**config.mk**
```make
export PLATFORM = sky130hd
export DESIGN_NAME = sbus_frame_channel_decoder_flat
export DESIGN_NICKNAME = d
export VERILOG_FILES = /design/src/sv/sfcd_pkg.sv /design/src/sv/sfcd_intf.sv /design/src/sv/sfcd_unpack.sv /design/src/sv/sbus_frame_channel_decoder.sv /design/src/flat_wrapper.sv
export SDC_FILE = /design/constraint.sdc
export NUM_CORES = 1
export LEC_CHECK = 0
export ABC_AREA = 1
export BUFFER_PORTS_ARGS = -buffer_cell sky130_fd_sc_hd__buf_4
export CORE_MARGIN = 2
export CORE_UTILIZATION = 45
export CTS_CLUSTER_DIAMETER = 100
export DETAILED_ROUTE_END_ITERATION = 8
export GPL_TIMING_DRIVEN = 0
export PLACE_DENSITY = 0.64
export SLEW_MARGIN = 20
export SYNTH_ARGS = -nofsm -noshare
export SYNTH_HDL_FRONTEND = slang
export SYNTH_SLANG_ARGS = --single-unit
```
**constraint.sdc**
```tcl
create_clock -name clk_i -period 3.1 [get_ports clk_i]
set_clock_uncertainty 0.1 [all_clocks]
set_input_delay 0.465 -clock clk_i [delete_from_list [all_inputs] [get_ports clk_i]]
set_output_delay 0.465 -clock clk_i [all_outputs]
set_load 0.02 [all_outputs]
```
**src/sv/sfcd_pkg.sv**
```systemverilog
// shared constants, register codes and types of the sbus frame channel decoder
package sfcd_pkg;

  localparam int unsigned StoreDepth = 22;   // frame bytes 1..22 hold channel data
  localparam int unsigned AddrW      = 5;
  localparam int unsigned PosW       = 5;
  localparam int unsigned LastPos    = 24;   // frame bytes 0..24
  localparam int unsigned NumChan    = 16;
  localparam int unsigned ChanIdxW   = 4;
  localparam int unsigned ChanW      = 11;
  localparam int unsigned BufW       = 18;   // up to 10 leftover bits plus one byte
  localparam int unsigned CntW       = 5;
  localparam int unsigned RegIdxW    = 8;

  localparam logic [PosW-1:0]  PosIdle     = 5'd31;
  localparam logic [7:0]       HeaderReset = 8'h0F;
  localparam logic [7:0]       FooterReset = 8'h00;

  typedef enum logic [RegIdxW-1:0] {
    REG_HEADER = 8'd0,
    REG_FOOTER = 8'd1
  } sfcd_reg_e;

  // frame store write request from the framer
  typedef struct packed {
    logic             en;
    logic [AddrW-1:0] addr;
    logic [7:0]       data;
  } sfcd_wr_t;

endpackage

```
**src/sv/sfcd_intf.sv**
```systemverilog
// valid/ready channel interfaces: received bytes, decoded channels, register writes
interface sfcd_rx_if;
  logic       valid;
  logic       ready;
  logic [7:0] rx_byte;

  modport source (output valid, output rx_byte, input ready);
  modport sink   (input valid, input rx_byte, output ready);
endinterface

interface sfcd_ch_if;
  logic        valid;
  logic        ready;
  logic [3:0]  channel_index;
  logic [10:0] channel_value;
  logic        last_channel;

  modport source (output valid, output channel_index, output channel_value,
                  output last_channel, input ready);
  modport sink   (input valid, input channel_index, input channel_value,
                  input last_channel, output ready);
endinterface

interface sfcd_cfg_if;
  logic       valid;
  logic       ready;
  logic [7:0] reg_index;
  logic [7:0] reg_data;

  modport source (output valid, output reg_index, output reg_data, input ready);
  modport sink   (input valid, input reg_index, input reg_data, output ready);
endinterface

```
**src/sv/sfcd_unpack.sv**
```systemverilog
// frame store memory and bit unpacker that emits the sixteen 11-bit channels
module sfcd_unpack import sfcd_pkg::*; (
  input  logic      clk_i,
  input  logic      rst_ni,
  input  sfcd_wr_t  wr_i,
  input  logic      start_i,
  output logic      busy_o,
  sfcd_ch_if.source ch_o
);

  typedef enum logic [1:0] {
    S_IDLE,
    S_READ,
    S_LOAD,
    S_EMIT
  } state_e;

  state_e              state_q;
  logic [7:0]          mem_q [StoreDepth];
  logic [7:0]          rdata_q;
  logic [AddrW-1:0]    rd_addr_q;
  logic [BufW-1:0]     buf_q;
  logic [CntW-1:0]     nbits_q;
  logic [ChanIdxW-1:0] chan_q;
  logic                out_valid_q;
  logic [ChanIdxW-1:0] out_index_q;
  logic [ChanW-1:0]    out_value_q;
  logic                out_last_q;

  logic                slot_free;
  logic [BufW-1:0]     loaded;
  logic [CntW-1:0]     nbits_ld;
  logic [CntW-1:0]     nbits_left;

  always_ff @(posedge clk_i) begin
    if (wr_i.en) begin
      mem_q[wr_i.addr] <= wr_i.data;
    end
    rdata_q <= mem_q[rd_addr_q];
  end

  assign slot_free  = !out_valid_q || ch_o.ready;
  assign loaded     = buf_q | (BufW'(rdata_q) << nbits_q);
  assign nbits_ld   = nbits_q + CntW'(8);
  assign nbits_left = nbits_q - CntW'(ChanW);

  always_ff @(posedge clk_i or negedge rst_ni) begin
    if (!rst_ni) begin
      state_q     <= S_IDLE;
      rd_addr_q   <= '0;
      buf_q       <= '0;
      nbits_q     <= '0;
      chan_q      <= '0;
      out_valid_q <= 1'b0;
      out_index_q <= '0;
      out_value_q <= '0;
      out_last_q  <= 1'b0;
    end else begin
      // outside the emit state a taken item just leaves the output slot
      if (ch_o.ready && (state_q != S_EMIT)) begin
        out_valid_q <= 1'b0;
      end
      unique case (state_q)
        S_IDLE: begin
          if (start_i) begin
            rd_addr_q <= '0;
            buf_q     <= '0;
            nbits_q   <= '0;
            chan_q    <= '0;
            state_q   <= S_READ;
          end
        end
        S_READ: begin
          state_q <= S_LOAD;
        end
        S_LOAD: begin
          buf_q   <= loaded;
          nbits_q <= nbits_ld;
          if (rd_addr_q < AddrW'(StoreDepth - 1)) begin
            rd_addr_q <= rd_addr_q + AddrW'(1);
          end
          state_q <= (nbits_ld >= CntW'(ChanW)) ? S_EMIT : S_READ;
        end
        S_EMIT: begin
          if (slot_free) begin
            out_valid_q <= 1'b1;
            out_index_q <= chan_q;
            out_value_q <= buf_q[ChanW-1:0];
            out_last_q  <= (chan_q == ChanIdxW'(NumChan - 1));
            buf_q       <= buf_q >> ChanW;
            nbits_q     <= nbits_left;
            chan_q      <= chan_q + ChanIdxW'(1);
            if (chan_q == ChanIdxW'(NumChan - 1)) begin
              state_q <= S_IDLE;
            end else if (nbits_left >= CntW'(ChanW)) begin
              state_q <= S_EMIT;
            end else begin
              state_q <= S_READ;
            end
          end
        end
        default: state_q <= S_IDLE;
      endcase
    end
  end

  assign busy_o             = (state_q != S_IDLE);
  assign ch_o.valid         = out_valid_q;
  assign ch_o.channel_index = out_index_q;
  assign ch_o.channel_value = out_value_q;
  assign ch_o.last_channel  = out_last_q;

endmodule

```
**src/sv/sbus_frame_channel_decoder.sv**
```systemverilog
// top level: sbus frame detection, frame byte capture and channel output
// operation: a non-final byte only moves the framer; the final frame byte starts a drain that
//   reads the 22 stored bytes in turn and emits the sixteen channels, stalling while ch_o is not ready
// throughput: one byte per cycle between frames; no byte is taken during the drain, which runs
//   all store reads and channels through the single unpack shifter
// reset: asynchronous active low; framer idle, previous byte zero, registers at defaults,
//   frame store contents left unknown until the next frame writes them
module sbus_frame_channel_decoder import sfcd_pkg::*; (
  input  logic       clk_i,
  input  logic       rst_ni,
  sfcd_cfg_if.sink   cfg_i,
  sfcd_rx_if.sink    rx_i,
  sfcd_ch_if.source  ch_o
);

  // configuration registers
  logic [7:0] header_q;
  logic [7:0] footer_q;

  // framer state
  logic [7:0]      prev_q;
  logic [PosW-1:0] pos_q;
  logic [PosW-1:0] pos_d;

  logic            rx_accept;
  logic            frame_start;
  logic [PosW-1:0] pos_eff;    // position this byte lands on
  logic            frame_done;
  logic            unpack_busy;
  sfcd_wr_t        store_wr;

  // register writes are always taken; unknown indexes are dropped
  assign cfg_i.ready = 1'b1;

  always_ff @(posedge clk_i or negedge rst_ni) begin
    if (!rst_ni) begin
      header_q <= HeaderReset;
      footer_q <= FooterReset;
    end else if (cfg_i.valid) begin
      unique case (cfg_i.reg_index)
        REG_HEADER: header_q <= cfg_i.reg_data;
        REG_FOOTER: footer_q <= cfg_i.reg_data;
        default: ;
      endcase
    end
  end

  // bytes are held off while the unpacker drains a frame
  assign rx_i.ready = !unpack_busy;
  assign rx_accept  = rx_i.valid && rx_i.ready;

  // a frame only starts from idle: footer then header
  assign frame_start = (pos_q == PosIdle) && (prev_q == footer_q) &&
                       (rx_i.rx_byte == header_q);
  assign pos_eff     = frame_start ? '0 : pos_q;

  // bytes 1..22 carry the channel bits; header, flags and footer are not kept
  always_comb begin
    store_wr.en   = rx_accept && (pos_eff >= PosW'(1)) && (pos_eff <= PosW'(StoreDepth));
    store_wr.addr = AddrW'(pos_eff - PosW'(1));
    store_wr.data = rx_i.rx_byte;
  end

  assign frame_done = rx_accept && (pos_eff == PosW'(LastPos));

  always_comb begin
    if (pos_eff <= PosW'(LastPos)) begin
      pos_d = (pos_eff == PosW'(LastPos)) ? PosIdle : pos_eff + PosW'(1);
    end else begin
      pos_d = PosIdle;
    end
  end

  // previous byte tracks every byte so a frame may follow right after another
  always_ff @(posedge clk_i or negedge rst_ni) begin
    if (!rst_ni) begin
      prev_q <= '0;
      pos_q  <= PosIdle;
    end else if (rx_accept) begin
      prev_q <= rx_i.rx_byte;
      pos_q  <= pos_d;
    end
  end

  sfcd_unpack u_unpack (
    .clk_i   (clk_i),
    .rst_ni  (rst_ni),
    .wr_i    (store_wr),
    .start_i (frame_done),
    .busy_o  (unpack_busy),
    .ch_o    (ch_o)
  );

endmodule

```
**src/flat_wrapper.sv**
```systemverilog
// flat-port wrapper written by rule: the top's interface ports become plain ports
module sbus_frame_channel_decoder_flat import sfcd_pkg::*;
  (clk_i, rst_ni, cfg_i_valid, cfg_i_reg_index, cfg_i_reg_data, cfg_i_ready, rx_i_valid, rx_i_rx_byte, rx_i_ready, ch_o_valid, ch_o_channel_index, ch_o_channel_value, ch_o_last_channel, ch_o_ready);
  sfcd_cfg_if cfg_i_i ();
  sfcd_rx_if rx_i_i ();
  sfcd_ch_if ch_o_i ();
  input  logic clk_i;
  input  logic rst_ni;
  input wire logic [$bits(cfg_i_i.valid)-1:0] cfg_i_valid;
  input wire logic [$bits(cfg_i_i.reg_index)-1:0] cfg_i_reg_index;
  input wire logic [$bits(cfg_i_i.reg_data)-1:0] cfg_i_reg_data;
  output wire logic [$bits(cfg_i_i.ready)-1:0] cfg_i_ready;
  input wire logic [$bits(rx_i_i.valid)-1:0] rx_i_valid;
  input wire logic [$bits(rx_i_i.rx_byte)-1:0] rx_i_rx_byte;
  output wire logic [$bits(rx_i_i.ready)-1:0] rx_i_ready;
  output wire logic [$bits(ch_o_i.valid)-1:0] ch_o_valid;
  output wire logic [$bits(ch_o_i.channel_index)-1:0] ch_o_channel_index;
  output wire logic [$bits(ch_o_i.channel_value)-1:0] ch_o_channel_value;
  output wire logic [$bits(ch_o_i.last_channel)-1:0] ch_o_last_channel;
  input wire logic [$bits(ch_o_i.ready)-1:0] ch_o_ready;
  assign cfg_i_i.valid = cfg_i_valid;
  assign cfg_i_i.reg_index = cfg_i_reg_index;
  assign cfg_i_i.reg_data = cfg_i_reg_data;
  assign cfg_i_ready = cfg_i_i.ready;
  assign rx_i_i.valid = rx_i_valid;
  assign rx_i_i.rx_byte = rx_i_rx_byte;
  assign rx_i_ready = rx_i_i.ready;
  assign ch_o_valid = ch_o_i.valid;
  assign ch_o_channel_index = ch_o_i.channel_index;
  assign ch_o_channel_value = ch_o_i.channel_value;
  assign ch_o_last_channel = ch_o_i.last_channel;
  assign ch_o_i.ready = ch_o_ready;
  sbus_frame_channel_decoder u_core (.clk_i(clk_i), .rst_ni(rst_ni), .cfg_i(cfg_i_i), .rx_i(rx_i_i), .ch_o(ch_o_i));
endmodule
```
==> metrics.md <==
| Metric | Value |
|---|---|
| Status | `completed` |
| Cell Area, Synth | `12200 um^2` |
| Non-Filler Cell Area, Final | `14610 um^2` |
| Worst vdd ir | `0.4178 mV` |
| Final Critical Period | `3.032 ns` |
| Worst min-delay path class | `in2reg` |
| Most frequent cells in the layout | `nand2_1, edfxtp_1, nor2_1, o21ai_0, inv_1` |
| RR Endpoint | `u_core.u_unpack.mem_q[16][2]` |
| N_diodes | `0` |
| WHS | `around 0.058 ns` |
| DRC Markers | `0` |
| Cell Count Post-Placement | `1671` |
| Synth cell types | `47` |
| Final Non-Filler Cells | `1749` |
| GR Util met2 | `36.89%` |
| Total track usage | `22.00%` |
| Starting DRC count in detailed routing | `around 900` |
| Buf/Inv on CP | `3` |
| Post-Route WL | `about 32000 um` |
| Post-Place Cell Area | `12980 um^2` |
| Number of synthesized flops with an enable pin | `176` |
| CTS tree | `done` |
| Row count | `60` |
| Post-DRT Antenna Nets | `0` |
| Share of layout cells above drive strength 1 | `13.57%` |
| Clk_lat worst skew | `0.55 ns` |
| Critical path required time | `3.22 ns` |
| Final RePlAce weighted congestion | `0.9423` |
| WL/cell | `about 18 um` |
| Delay of the slowest cell on the worst path | `between 0.4 and 0.5 ns` |
| HP Start | `cfg_i_reg_data[3]` |
| Met3 Usage GRT | `under 10%` |
| PD cells | `around 760 nW/um^2` |
| R2R setup slack | `0.07 ns` |
| NumNets Final | `1429` |
| Peak fanout along the critical path | `9` |
| Fin. Hold Viols | `0` |
| Mapped Cells | `1284` |
| Initial Util | `between 40% and 50%` |
| Seq/Total Area, Yosys | `61.11%` |
| Synth Flop Type | `edfxtp_1` |
| Leakage power | `5.855 nW` |
| I/O pin count | `48` |
| Via count | `9472` |
| Horiz. Die Dim | `between 150 and 200 um` |
| Hold Crit Endpoint | `u_core.header_q[3]` |
| Met1 GRT Util | `approximately 30%` |
| First-pass DRT Iterations | `7` |
| Vias in the first global route | `8928` |
| Final Max Tran Viols | `0` |
| Initial antenna violation count | `0` |
| Tcrit/Tclk final | `97.81%` |
| First-pass GRT wire length | `48690 um` |
| FF-to-FF Start | `u_core.u_unpack.state_q[0]` |
| Maxcap violations | `0` |
| Peak Freq | `329.8 MHz` |
| Post-DP HPWL | `around 21000 um` |
| Clock-pin slew on the worst setup and hold paths | `0.06 ns` |
| Clk sinks | `about 260` |
| Clock buffer depth | `3` |
| IO buf count | `46` |
| CP top delay family | `simple AND/OR/NAND/NOR gates` |
| CP Cell Sequence | `inv_1 > ha_1 > nand2_1 > clkinv_1 > nand2_1 > inv_1 > nand2_1 > nand2_2 > nand3_4 > nor2_4` |
| Setup TNS | `0 ns` |
| Syn Nets | `around 1300` |
| CP Class | `reg2reg` |
| Worst slew margin | `49.05%` |
| Setup crit start kind | `flop` |
| CORE AREA | `26800 um^2` |
| Async SR Flop Fraction | `30.30%` |
| CTS Root Cell | `clkbuf_16` |
| Commonest non-fill, non-tap cell in the layout | `nand2_1` |
| CTS H-tree lvls | `1` |
| Die Height | `between 150 and 200 um` |
| CP max-delay cell | `dfrtp_1` |
| Fin util | `a little over half` |
| Global route hottest layer | `met2` |
| Die area | `28450 um^2` |
| Pin count of the biggest net entering global routing | `81` |
| Vias per cell | `5.416` |
| Final setup vio count | `0` |
| Min-Delay Path Depth | `3` |
| Area grow syn2layout | `19.68%` |
| CP endpoint kind | `flop` |
| Avg Cell Area, Syn | `approximately 9.5 um^2` |
| Synth warnings | `0` |
| Crit-path most repeated cell | `nand2_1` |
| GRT Residual Overflow | `0` |
| CTS Buf Count | `29` |
| R2r worst-path depth | `10` |
| Worst slew pin tran | `0.7573 ns` |
| FF+latch count, synth | `approximately 260` |
| Critical path arrival | `3.15 ns` |
==> worst min-delay path, cell delays in order <==
cell,delay [ns]
buf_4,0.11
inv_1,0.05
o21ai_0,0.08
==> where the power goes <==
| part | total, mW | leakage [nW] | switching (mW) | internal, mW |
|---|---|---|---|---|
| logic | 3.56 | 2.71 | 2.45 | 1.11 |
| registers | 4.35 | 2.71 | 0.243 | 4.11 |
| clock network | 3.25 | 0.443 | 1.35 | 1.90 |
| total | 11.2 | 5.85 | 4.04 | 7.12 |
==> Yosys cell counts (6+ instances only) <==
cell type  number  area, um^2
nand2_1       289        1085
nor2_1        198       743.2
edfxtp_1      176        5285
o21ai_0       142       710.7
inv_1          97       364.1
dfrtp_1        71        1777
clkbuf_1       46       172.7
nand3_1        41       205.2
nand4_1        31       193.9
nor3_1         27       135.1
a21oi_1        21       105.1
ha_1           15       187.7
nand3_2        13       130.1
o22ai_1        13       81.33
nor4_1         11       68.82
dfstp_2         9       236.5
dfxtp_1         8       160.2
nand2_2         6       37.54
xor2_1          6       52.55
==> sequential cells by signal (all words and copies together) (netlist names), 4 cells and up <==
name,flops
u_core.header_q,8
u_core.u_unpack.ch_o.channel_index,4
u_core.u_unpack.rdata_q,8
u_core.u_unpack.ch_o.channel_value,11
u_core.u_unpack.buf_q,18
u_core.u_unpack.rd_addr_q,5
u_core.u_unpack.nbits_q,5
u_core.pos_q,5
u_core.footer_q,8
u_core.prev_q,8
u_core.u_unpack.mem_q,176
u_core.u_unpack.chan_q,4
==> cell type report <==
cell class / instances / area (um^2)
Sequential cell: 264 / 7458
Multi-Input combinational cell: 852 / 4363
Fill cell: 2307 / 12190
Tap cell: 341 / 426.7
Timing Repair Buffer: 70 / 762.0
Clock buffer: 42 / 814.5
Buffer: 62 / 295.3
Inverter: 106 / 400.4
Clock inverter: 12 / 86.33
==> timing repair <==
| action | in CTS | in global routing |
|---|---|---|
| cloned | 0 | 1 |
| setup buffers | 14 | 8 |
| hold buffers | 0 | 1 |
| pin swaps | 19 | 15 |
| resized for setup | 49 | 21 |
| setup endpoints to repair | 176 | 178 |
| endpoints found under the hold margin | 0 | 71 |
==> how the worst max path moves through the flow <==
stage                                          start                           end  slack, ns  cells after the start
after detailed placement             rx_i_rx_byte[1]   u_core.u_unpack.mem_q[6][0]      -0.66                     17
after global placement               rx_i_rx_byte[1]   u_core.u_unpack.mem_q[6][4]      -0.59                     17
final                     u_core.u_unpack.state_q[0]  u_core.u_unpack.mem_q[16][2]       0.07                     10
after CTS                            u_core.pos_q[2]  u_core.u_unpack.mem_q[20][1]      -0.03                     15
after global routing      u_core.u_unpack.state_q[0]  u_core.u_unpack.mem_q[16][4]      -0.02                     10
after floorplan                      u_core.pos_q[2]  u_core.u_unpack.mem_q[12][0]       0.15                     17
==> metrics by stage <==
| stage | setup slack (ns) | total power [mW] |
|---|---|---|
| 2_1_floorplan | 0.1531 | 6.716 |
| 3_3_place_gp | -0.5924 | 7.791 |
| 3_5_place_dp | -0.6550 | 7.839 |
| 4_1_cts | -0.02992 | 11.13 |
| 5_1_grt | -0.01923 | 11.81 |
| 6_report | 0.06775 | 11.17 |
==> per-layer routing <==
metal	vias up	wire length, um
met5	-	0
met4	0	1056
met3	74	1958
met2	332	15210
met1	4510	13390
li1	4556	-
==> cells by family after synthesis <==
kind of cell / after synthesis / synth area share (%)
other: 1 / 0.03073
flip-flops: 264 / 61.11
AND/OR/NAND/NOR: 626 / 22.00
adder cells (fa/ha/maj): 15 / 1.538
XOR/XNOR: 8 / 0.5741
buffers and inverters: 168 / 5.618
AO/OA/AOI/OAI: 202 / 9.125
Note: power is estimated with default switching activity, not from simulation.
